**config.mk**
```make
export PLATFORM = sky130hd
export DESIGN_NAME = color_keyed_remap_blit
export DESIGN_NICKNAME = d
export VERILOG_FILES = /design/src/hdl/ckrb_pkg.sv /design/src/hdl/ckrb_front.sv /design/src/hdl/ckrb_fifo.sv /design/src/hdl/ckrb_back.sv /design/src/hdl/color_keyed_remap_blit.sv
export SDC_FILE = /design/constraint.sdc
export NUM_CORES = 2
export LEC_CHECK = 0
export ABC_AREA = 1
export BUFFER_PORTS_ARGS = -buffer_cell sky130_fd_sc_hd__buf_2
export CORE_UTILIZATION = 45
export CTS_CLUSTER_SIZE = 28
export DETAILED_ROUTE_END_ITERATION = 8
export MAX_ROUTING_LAYER = met4
export PLACE_DENSITY = 0.57
export SYNTH_ARGS = -nofsm -noshare
export SYNTH_HDL_FRONTEND = slang
export SYNTH_SLANG_ARGS = --single-unit
```
**constraint.sdc**
```tcl
create_clock -name clk -period 13.55 [get_ports clk]
set_clock_uncertainty 0.1 [all_clocks]
set_input_delay 0 -clock clk [delete_from_list [all_inputs] [get_ports clk]]
set_output_delay 0 -clock clk [all_outputs]
set_load 0.01 [all_outputs]
```
**src/hdl/ckrb_pkg.sv**
```systemverilog
package ckrb_pkg;

	localparam int ADDR_BITS  = 24;
	localparam int COORD_BITS = 12;
	localparam int PROD_BITS  = 2 * COORD_BITS + 1;
	localparam int KEY_BITS   = 8;
	localparam int TBL_DEPTH  = 2 ** KEY_BITS;
	localparam int QDEPTH     = 4;
	localparam int QPTR_BITS  = $clog2(QDEPTH);

	localparam logic ACT_TABLE = 1'b0;
	localparam logic ACT_PIXEL = 1'b1;

	typedef enum logic [2:0] {
		REG_PITCH  = 3'd0,
		REG_DEST_X = 3'd1,
		REG_DEST_Y = 3'd2,
		REG_SRC_X1 = 3'd3,
		REG_SRC_Y1 = 3'd4,
		REG_SRC_X2 = 3'd5,
		REG_SRC_Y2 = 3'd6,
		REG_KEY    = 3'd7
	} cfg_reg_t;

	// one classified pixel, front to back
	typedef struct packed {
		logic [COORD_BITS-1:0] col;
		logic                  start;
		logic                  row_adv;
		logic                  last;
		logic                  wr;
		logic [KEY_BITS-1:0]   color;
		logic [COORD_BITS:0]   ysum;
		logic [COORD_BITS:0]   xsum;
		logic [COORD_BITS-1:0] pitch;
	} rec_t;

endpackage

```
**src/hdl/ckrb_front.sv**
```systemverilog
module ckrb_front (
	input  logic                           clk,
	input  logic                           arst_n,
	input  logic                           item_valid,
	output logic                           item_stall,
	input  logic                           action,
	input  logic [ckrb_pkg::KEY_BITS-1:0]  table_index,
	input  logic [ckrb_pkg::KEY_BITS-1:0]  table_value,
	input  logic [ckrb_pkg::KEY_BITS-1:0]  pixel,
	input  logic                           cfg_we,
	input  logic [2:0]                     cfg_index,
	input  logic [ckrb_pkg::COORD_BITS-1:0] cfg_data,
	input  logic                           q_full,
	output logic                           push,
	output ckrb_pkg::rec_t                 rec
);

	logic [ckrb_pkg::COORD_BITS-1:0] pitch_q, dest_x_q, dest_y_q;
	logic [ckrb_pkg::COORD_BITS-1:0] src_x1_q, src_y1_q, src_x2_q, src_y2_q;
	logic [ckrb_pkg::KEY_BITS-1:0]   key_q;
	logic [ckrb_pkg::COORD_BITS-1:0] col_q, row_q;
	logic [ckrb_pkg::COORD_BITS-1:0] col_end, row_end;
	logic                            at_col, at_row;
	logic                            accept, pix_acc, tab_acc;

	logic [ckrb_pkg::KEY_BITS-1:0] tbl_q [ckrb_pkg::TBL_DEPTH];
	logic [ckrb_pkg::TBL_DEPTH-1:0] tvld_q;

	logic                          v_s1;
	ckrb_pkg::rec_t                rec_s1;
	logic [ckrb_pkg::KEY_BITS-1:0] rdat_s1;
	logic                          rvld_s1;

	always_comb begin
		item_stall = v_s1 & q_full;
		accept     = item_valid & ~item_stall;
		pix_acc    = accept & (action == ckrb_pkg::ACT_PIXEL);
		tab_acc    = accept & (action == ckrb_pkg::ACT_TABLE);
		col_end    = src_x2_q - src_x1_q;
		row_end    = src_y2_q - src_y1_q;
		at_col     = (col_q == col_end);
		at_row     = (row_q == row_end);
		push       = v_s1;
		rec        = rec_s1;
		rec.color  = rvld_s1 ? rdat_s1 : '0;
	end

	always_ff @(posedge clk or negedge arst_n) begin
		if (!arst_n) begin
			pitch_q  <= ckrb_pkg::COORD_BITS'(1);
			dest_x_q <= '0;
			dest_y_q <= '0;
			src_x1_q <= '0;
			src_y1_q <= '0;
			src_x2_q <= '0;
			src_y2_q <= '0;
			key_q    <= '0;
		end else if (cfg_we) begin
			unique case (ckrb_pkg::cfg_reg_t'(cfg_index))
				ckrb_pkg::REG_PITCH:  pitch_q  <= cfg_data;
				ckrb_pkg::REG_DEST_X: dest_x_q <= cfg_data;
				ckrb_pkg::REG_DEST_Y: dest_y_q <= cfg_data;
				ckrb_pkg::REG_SRC_X1: src_x1_q <= cfg_data;
				ckrb_pkg::REG_SRC_Y1: src_y1_q <= cfg_data;
				ckrb_pkg::REG_SRC_X2: src_x2_q <= cfg_data;
				ckrb_pkg::REG_SRC_Y2: src_y2_q <= cfg_data;
				ckrb_pkg::REG_KEY:    key_q    <= cfg_data[ckrb_pkg::KEY_BITS-1:0];
				default: ;
			endcase
		end
	end

	always_ff @(posedge clk or negedge arst_n) begin
		if (!arst_n) begin
			col_q  <= '0;
			row_q  <= '0;
			v_s1   <= 1'b0;
			tvld_q <= '0;
		end else begin
			if (tab_acc) begin
				tvld_q[table_index] <= 1'b1;
			end
			if (pix_acc) begin
				v_s1 <= 1'b1;
				if (at_col) begin
					col_q <= '0;
					row_q <= at_row ? '0 : row_q + 1'b1;
				end else begin
					col_q <= col_q + 1'b1;
				end
			end else if (!q_full) begin
				v_s1 <= 1'b0;
			end
		end
	end

	always_ff @(posedge clk) begin
		if (tab_acc) begin
			tbl_q[table_index] <= table_value;
		end
		if (pix_acc) begin
			rdat_s1        <= tbl_q[pixel];
			rvld_s1        <= tvld_q[pixel];
			rec_s1.col     <= col_q;
			rec_s1.start   <= (col_q == '0) && (row_q == '0);
			rec_s1.row_adv <= at_col & ~at_row;
			rec_s1.last    <= at_col & at_row;
			rec_s1.wr      <= (pixel != key_q);
			rec_s1.color   <= '0;
			rec_s1.ysum    <= {1'b0, dest_y_q} + {1'b0, src_y1_q};
			rec_s1.xsum    <= {1'b0, dest_x_q} + {1'b0, src_x1_q};
			rec_s1.pitch   <= pitch_q;
		end
	end

endmodule

```
**src/hdl/ckrb_fifo.sv**
```systemverilog
module ckrb_fifo (
	input  logic           clk,
	input  logic           arst_n,
	input  logic           push,
	output logic           full,
	input  ckrb_pkg::rec_t rec_in,
	input  logic           pop,
	output logic           not_empty,
	output ckrb_pkg::rec_t rec_out
);

	ckrb_pkg::rec_t                 mem_q [ckrb_pkg::QDEPTH];
	logic [ckrb_pkg::QPTR_BITS-1:0] wptr_q, rptr_q;
	logic [ckrb_pkg::QPTR_BITS:0]   cnt_q;
	logic                           wr_en, rd_en;

	always_comb begin
		full      = (cnt_q == (ckrb_pkg::QPTR_BITS+1)'(ckrb_pkg::QDEPTH));
		not_empty = (cnt_q != '0);
		wr_en     = push & ~full;
		rd_en     = pop & not_empty;
		rec_out   = mem_q[rptr_q];
	end

	always_ff @(posedge clk or negedge arst_n) begin
		if (!arst_n) begin
			wptr_q <= '0;
			rptr_q <= '0;
			cnt_q  <= '0;
		end else begin
			if (wr_en) begin
				wptr_q <= wptr_q + 1'b1;
			end
			if (rd_en) begin
				rptr_q <= rptr_q + 1'b1;
			end
			if (wr_en & ~rd_en) begin
				cnt_q <= cnt_q + 1'b1;
			end else if (rd_en & ~wr_en) begin
				cnt_q <= cnt_q - 1'b1;
			end
		end
	end

	always_ff @(posedge clk) begin
		if (wr_en) begin
			mem_q[wptr_q] <= rec_in;
		end
	end

endmodule

```
**src/hdl/ckrb_back.sv**
```systemverilog
module ckrb_back (
	input  logic                           clk,
	input  logic                           arst_n,
	input  logic                           q_valid,
	input  ckrb_pkg::rec_t                 q_rec,
	output logic                           pop,
	output logic                           result_valid,
	input  logic                           result_stall,
	output logic [ckrb_pkg::ADDR_BITS-1:0] dest_address,
	output logic [ckrb_pkg::KEY_BITS-1:0]  color,
	output logic                           write,
	output logic                           last
);

	logic                           v_s2, v_s3, v_s4, out_v_q;
	ckrb_pkg::rec_t                 rec_s2, rec_s3, rec_s4;
	logic [ckrb_pkg::PROD_BITS-1:0] prod_s3;
	logic [ckrb_pkg::ADDR_BITS-1:0] sbase_s4;
	logic [ckrb_pkg::ADDR_BITS-1:0] row_base_q, base;
	logic [ckrb_pkg::ADDR_BITS-1:0] addr_q;
	logic [ckrb_pkg::KEY_BITS-1:0]  color_q;
	logic                           write_q, last_q;
	logic                           en_o, en4, en3, en2;

	always_comb begin
		en_o = ~out_v_q | ~result_stall;
		en4  = ~v_s4 | en_o;
		en3  = ~v_s3 | en4;
		en2  = ~v_s2 | en3;
		pop  = q_valid & en2;
		base = rec_s4.start ? sbase_s4 : row_base_q;
		result_valid = out_v_q;
		dest_address = addr_q;
		color        = color_q;
		write        = write_q;
		last         = last_q;
	end

	always_ff @(posedge clk or negedge arst_n) begin
		if (!arst_n) begin
			v_s2       <= 1'b0;
			v_s3       <= 1'b0;
			v_s4       <= 1'b0;
			out_v_q    <= 1'b0;
			row_base_q <= '0;
		end else begin
			if (en2) v_s2 <= q_valid;
			if (en3) v_s3 <= v_s2;
			if (en4) v_s4 <= v_s3;
			if (en_o) begin
				out_v_q <= v_s4;
				if (v_s4) begin
					row_base_q <= rec_s4.row_adv ?
						base + ckrb_pkg::ADDR_BITS'(rec_s4.pitch) : base;
				end
			end
		end
	end

	always_ff @(posedge clk) begin
		if (en2) begin
			rec_s2 <= q_rec;
		end
		if (en3) begin
			rec_s3  <= rec_s2;
			prod_s3 <= ckrb_pkg::PROD_BITS'(rec_s2.ysum) *
				ckrb_pkg::PROD_BITS'(rec_s2.pitch);
		end
		if (en4) begin
			rec_s4   <= rec_s3;
			sbase_s4 <= ckrb_pkg::ADDR_BITS'(prod_s3) +
				ckrb_pkg::ADDR_BITS'(rec_s3.xsum);
		end
		if (en_o && v_s4) begin
			addr_q  <= base + ckrb_pkg::ADDR_BITS'(rec_s4.col);
			color_q <= rec_s4.color;
			write_q <= rec_s4.wr;
			last_q  <= rec_s4.last;
		end
	end

endmodule

```
**src/hdl/color_keyed_remap_blit.sv**
```systemverilog
// channel  | handshake                   | payload
// ---------+-----------------------------+------------------------------------------
// item     | item_valid / item_stall     | action, table_index, table_value, pixel
// result   | result_valid / result_stall | dest_address, color, write, last
// config   | cfg_we                      | cfg_index, cfg_data
//
// One item per clock while item_stall is low. A pixel beat that is taken reaches
// the result side by way of the remap read, the queue, the multiply and the two
// address adds. Table beats make no result.
// Reset: the remap table reads zero until an entry is loaded (per-entry valid bits).
// item_stall rises only when the four-deep queue is full and the front stage holds.
module color_keyed_remap_blit (
	input  logic                            clk,
	input  logic                            arst_n,
	input  logic                            item_valid,
	output logic                            item_stall,
	input  logic                            action,
	input  logic [ckrb_pkg::KEY_BITS-1:0]   table_index,
	input  logic [ckrb_pkg::KEY_BITS-1:0]   table_value,
	input  logic [ckrb_pkg::KEY_BITS-1:0]   pixel,
	output logic                            result_valid,
	input  logic                            result_stall,
	output logic [ckrb_pkg::ADDR_BITS-1:0]  dest_address,
	output logic [ckrb_pkg::KEY_BITS-1:0]   color,
	output logic                            write,
	output logic                            last,
	input  logic                            cfg_we,
	input  logic [2:0]                      cfg_index,
	input  logic [ckrb_pkg::COORD_BITS-1:0] cfg_data
);

	logic           q_full, push, q_valid, pop;
	ckrb_pkg::rec_t rec_in, rec_out;

	ckrb_front u_front (
		.clk         (clk),
		.arst_n      (arst_n),
		.item_valid  (item_valid),
		.item_stall  (item_stall),
		.action      (action),
		.table_index (table_index),
		.table_value (table_value),
		.pixel       (pixel),
		.cfg_we      (cfg_we),
		.cfg_index   (cfg_index),
		.cfg_data    (cfg_data),
		.q_full      (q_full),
		.push        (push),
		.rec         (rec_in)
	);

	ckrb_fifo u_fifo (
		.clk       (clk),
		.arst_n    (arst_n),
		.push      (push),
		.full      (q_full),
		.rec_in    (rec_in),
		.pop       (pop),
		.not_empty (q_valid),
		.rec_out   (rec_out)
	);

	ckrb_back u_back (
		.clk          (clk),
		.arst_n       (arst_n),
		.q_valid      (q_valid),
		.q_rec        (rec_out),
		.pop          (pop),
		.result_valid (result_valid),
		.result_stall (result_stall),
		.dest_address (dest_address),
		.color        (color),
		.write        (write),
		.last         (last)
	);

endmodule
```
==> flow_summary.json <==
{
  "outcome": "finished clean",
  "place_congestion": 0.881,
  "clock.fmax_ghz": 0.180,
  "synth_edf_count": 2588,
  "grt_first_pass_wirelength_um": 532000,
  "post-cts-setup-buffer-count": 0,
  "vdd_ir_drop_max_mv": 0.713,
  "synthesis.area_per_instance_um2": 11.3,
  "area_growth_syn_to_layout_pct": 11.4,
  "drt_wl_total_um": 356000,
  "switching_share_of_power_pct": 36.9,
  "power.internal_mw": 21.4,
  "synth_unique_cells": 47,
  "report.final.hold_viol_count": 0,
  "ctsHtreeMaxLevel": 5,
  "hp-start": "table_index[1]",
  "cellPowerDensity_nw_per_um2": 237,
  "critical_path.reg2reg.startpoint": "u_back.rec_s2[3]",
  "filler_cells": 24728,
  "row_count": 195,
  "worstSetupEndpointType": "register",
  "worst_slew_margin_rel_pct": 18.9,
  "timing.critical_path.arrival_ps": 6080,
  "worstSetupStartpoint": "u_back.rec_s2[3]",
  "final-seq-area_um2": 87900,
  "overflow": 0,
  "clock_power_share_pct": 26.1,
  "numClockSinks": 2996,
  "detailroute.via_count": 84769,
  "seq_power_share_pct": 35.3,
  "timing_worst_setup_path_type": "register to register",
  "placement.io_buffers": 80,
  "worst-path-max-fanout": 14,
  "tightest_slew_ps": 1220,
  "route.detailed.wl_per_inst_um": 23.2,
  "drt_first_pass_iters": 6,
  "drc": 0,
  "multi_input_area_um2": 35800,
  "starting_density_of_the_core_pct": 45.4,
  "cts_root_buf": "sky130_fd_sc_hd__clkbuf_16",
  "cts_buffer_depth": 4,
  "fin_ws_ps": 7990,
  "report.final.slew_viol_count": 0,
  "grt_antenna_before_repair": 9,
  "design.die.area_um2": 288000,
  "layout-drive-gt1-share_pct": 8.44,
  "min-delay-path-class": "primary input to register",
  "die_h_um": 536,
  "via_per_instance_ratio": 5.53,
  "rsz0062_at_grt": "false",
  "total_of_endpoints_with_negative_setup_slack_in_the_final_report": 0,
  "final_antenna_net_count": 0,
  "launching_element_type_of_the_critical_path": "register",
  "finalNetCount": 11607,
  "cts-resized-gates": 0,
  "fin_hold_ws_ps": 74.8,
  "tritoncts_clock_tree": "yes",
  "postSynth.topFlopCell": "sky130_fd_sc_hd__edfxtp_1",
  "yosysWarnings": 0,
  "p_leak_nw": 54.9,
  "power_switching_mw": 12.5,
  "first_global_vias": 81713,
  "core_footprint_um2": 283000,
  "final_min_period_over_clock_period_pct": 41.0,
  "async_reset_ff_share_pct": 13.6,
  "seq_area_frac_synth_pct": 68.4,
  "cts_buffers": 325,
  "post_syn_area_um2": 129000,
  "dpl.hpwl_um": 202000,
  "flop_and_latch_count_out_of_synthesis": 2996,
  "grt_start_max_net_pins": 197,
  "max-cap-violations": 0,
  "syn-num-nets": 11654,
  "comb_power_share_pct": 38.6,
  "totalNegativeSetupSlack_ps": 0,
  "io_pins": 81,
  "finalCriticalPeriod_ps": 5560,
  "required_ps": 14070,
  "insertion_delay_ps": 910,
  "drt_iter0_markers": 8875,
  "grt_usage_pct": 25.2,
  "die_width_um": 536,
  "clk_transition_reported_paths_ps": 60,
  "post_synth_inst_count": 11340,
  "preCtsSetupSlack_ps": 8100,
  "fin_total_pwr_mw": 33.9
}
==> per-layer routing <==
metal	track usage, %	up-vias	share of wire [%]
met5	-	-	0
met4	7.93	0	3.1
met3	3.51	524	7.0
met2	38.6	3081	46
met1	35.0	42015	44
li1	-	39149	-
==> cell usage in the layout (no fill, tap or decap), types with 9 or more instances in the layout <==
| cell | count |
|---|---|
| sky130_fd_sc_hd__nand2_1 | 3064 |
| sky130_fd_sc_hd__edfxtp_1 | 2588 |
| sky130_fd_sc_hd__nand3_1 | 2372 |
| sky130_fd_sc_hd__nor2_1 | 518 |
| sky130_fd_sc_hd__inv_1 | 452 |
| sky130_fd_sc_hd__dfrtp_1 | 405 |
| sky130_fd_sc_hd__clkbuf_16 | 332 |
| sky130_fd_sc_hd__o21ai_0 | 302 |
| sky130_fd_sc_hd__or2_2 | 247 |
| sky130_fd_sc_hd__ha_1 | 152 |
| sky130_fd_sc_hd__fa_1 | 117 |
| sky130_fd_sc_hd__xor2_1 | 100 |
| sky130_fd_sc_hd__buf_4 | 97 |
| sky130_fd_sc_hd__a21oi_1 | 96 |
| sky130_fd_sc_hd__dlygate4sd3_1 | 81 |
| sky130_fd_sc_hd__clkbuf_1 | 76 |
| sky130_fd_sc_hd__buf_2 | 66 |
| sky130_fd_sc_hd__o22ai_1 | 64 |
| sky130_fd_sc_hd__clkinv_2 | 62 |
| sky130_fd_sc_hd__clkinv_1 | 43 |
| sky130_fd_sc_hd__xnor2_1 | 42 |
| sky130_fd_sc_hd__clkbuf_8 | 39 |
| sky130_fd_sc_hd__nand2_2 | 29 |
| sky130_fd_sc_hd__nand4_1 | 26 |
| sky130_fd_sc_hd__bufinv_16 | 20 |
| sky130_fd_sc_hd__nor3_1 | 18 |
| sky130_fd_sc_hd__or2_1 | 16 |
| sky130_fd_sc_hd__buf_8 | 12 |
| sky130_fd_sc_hd__diode_2 | 11 |
| sky130_fd_sc_hd__inv_6 | 10 |
| sky130_fd_sc_hd__a21o_1 | 9 |
| sky130_fd_sc_hd__buf_12 | 9 |
==> synthesized netlist by cell type, types with 96 or more instances <==
cell,count,area share [%]
sky130_fd_sc_hd__inv_1,456,1.3
sky130_fd_sc_hd__fa_1,117,1.8
sky130_fd_sc_hd__o21ai_0,302,1.2
sky130_fd_sc_hd__clkbuf_1,186,0.54
sky130_fd_sc_hd__dfrtp_1,407,7.9
sky130_fd_sc_hd__nor2_1,522,1.5
sky130_fd_sc_hd__edfxtp_1,2588,60
sky130_fd_sc_hd__xor2_1,100,0.68
sky130_fd_sc_hd__buf_2,294,1.1
sky130_fd_sc_hd__or2_2,247,1.2
sky130_fd_sc_hd__nand2_1,3081,9.0
sky130_fd_sc_hd__ha_1,152,1.5
sky130_fd_sc_hd__a21oi_1,96,0.37
sky130_fd_sc_hd__nand3_1,2372,9.2
==> cell type report <==
type,count,share of cell area (%)
clock buffers,447,6.38
repair buffers,267,1.58
well taps,3743,3.27
flip-flops and latches,2996,61.4
diodes,11,0.0192
clock inverters,152,1.07
multi-input cells,7235,25.0
inverters,468,1.25
==> cells by family (layout without fill, tap and decap cells) <==
group,count (synthesis),in the layout,share of synthesized area (%)
AO/OA/AOI/OAI,504,504,2.10
AND/OR/NAND/NOR,6320,6320,21.4
flip-flops,2996,2996,68.4
other,0,11,0
adder cells (fa/ha/maj),269,269,3.30
buffers and inverters,1109,1334,3.78
XOR/XNOR,142,142,0.968
==> critical path, stage by stage, from the launching register on <==
cell                       delay [ps]
sky130_fd_sc_hd__edfxtp_1         720
sky130_fd_sc_hd__nand2_1          160
sky130_fd_sc_hd__fa_1             560
sky130_fd_sc_hd__inv_1             50
sky130_fd_sc_hd__fa_1             510
sky130_fd_sc_hd__inv_1             60
sky130_fd_sc_hd__fa_1             540
sky130_fd_sc_hd__inv_1             60
sky130_fd_sc_hd__fa_1             480
sky130_fd_sc_hd__inv_1             50
sky130_fd_sc_hd__fa_1             490
sky130_fd_sc_hd__inv_1             50
sky130_fd_sc_hd__ha_1             330
sky130_fd_sc_hd__a21oi_1          200
sky130_fd_sc_hd__nor2_1            70
sky130_fd_sc_hd__nor2_1            80
sky130_fd_sc_hd__a21boi_0         180
sky130_fd_sc_hd__o21ai_0          220
sky130_fd_sc_hd__nand2_1          120
sky130_fd_sc_hd__nand3_1           90
sky130_fd_sc_hd__xor2_1           150
==> power groups by stage <==
stage | sequential (mW) | combinational, mW | clock (mW)
2_1_floorplan | 11.9 | 9.76 | 0
3_3_place_gp | 12.2 | 13.2 | 0
3_5_place_dp | 12.2 | 13.1 | 0
4_1_cts | 12.0 | 13.2 | 8.99
5_1_grt | 12.1 | 15.0 | 9.34
6_report | 12.0 | 13.1 | 8.85
==> path summary, 6_finish.rpt <==
kind / end / slack (ps) / cells after the start
max reg2reg: u_back.prod_s3[22] / 7990 / 20
min in group asynchronous: u_front.tvld_q[49] / 350 / 4
max in group asynchronous: u_fifo.rptr_q[0] / 10780 / 6
min reg2reg: u_back.rec_s4[40] / 320 / 0
min: u_front.tbl_q[20][0] / 70 / 4
max: u_back.prod_s3[22] / 7990 / 20
==> sequential cells by signal, summed over array words and instances (netlist names), 24 cells and up <==
register and cells:
u_back.prod_s3 24, u_back.rec_s3 49, u_back.sbase_s4 24, u_front.tvld_q 256
u_front.rec 54, u_back.rec_s2 62, u_back.row_base_q 24, u_fifo.mem_q 248
u_back.dest_address 24, u_front.tbl_q 2048, u_back.rec_s4 36
==> timing repair <==
item                                    4_1_cts  5_1_grt
endpoints found under the hold margin      1351        0
hold buffers                                 82        0
endpoints found under the setup margin        0        0
==> stage by stage <==
step	area (µm²)	std cells	utilization, %
6_report	143000	15319	50.6
5_1_grt	143000	15312	50.6
4_1_cts	143000	15308	50.6
3_5_place_dp	132000	14627	46.5
3_3_place_gp	132000	14627	46.5
2_1_floorplan	129000	11340	-
(Power assumes the default switching activity.)
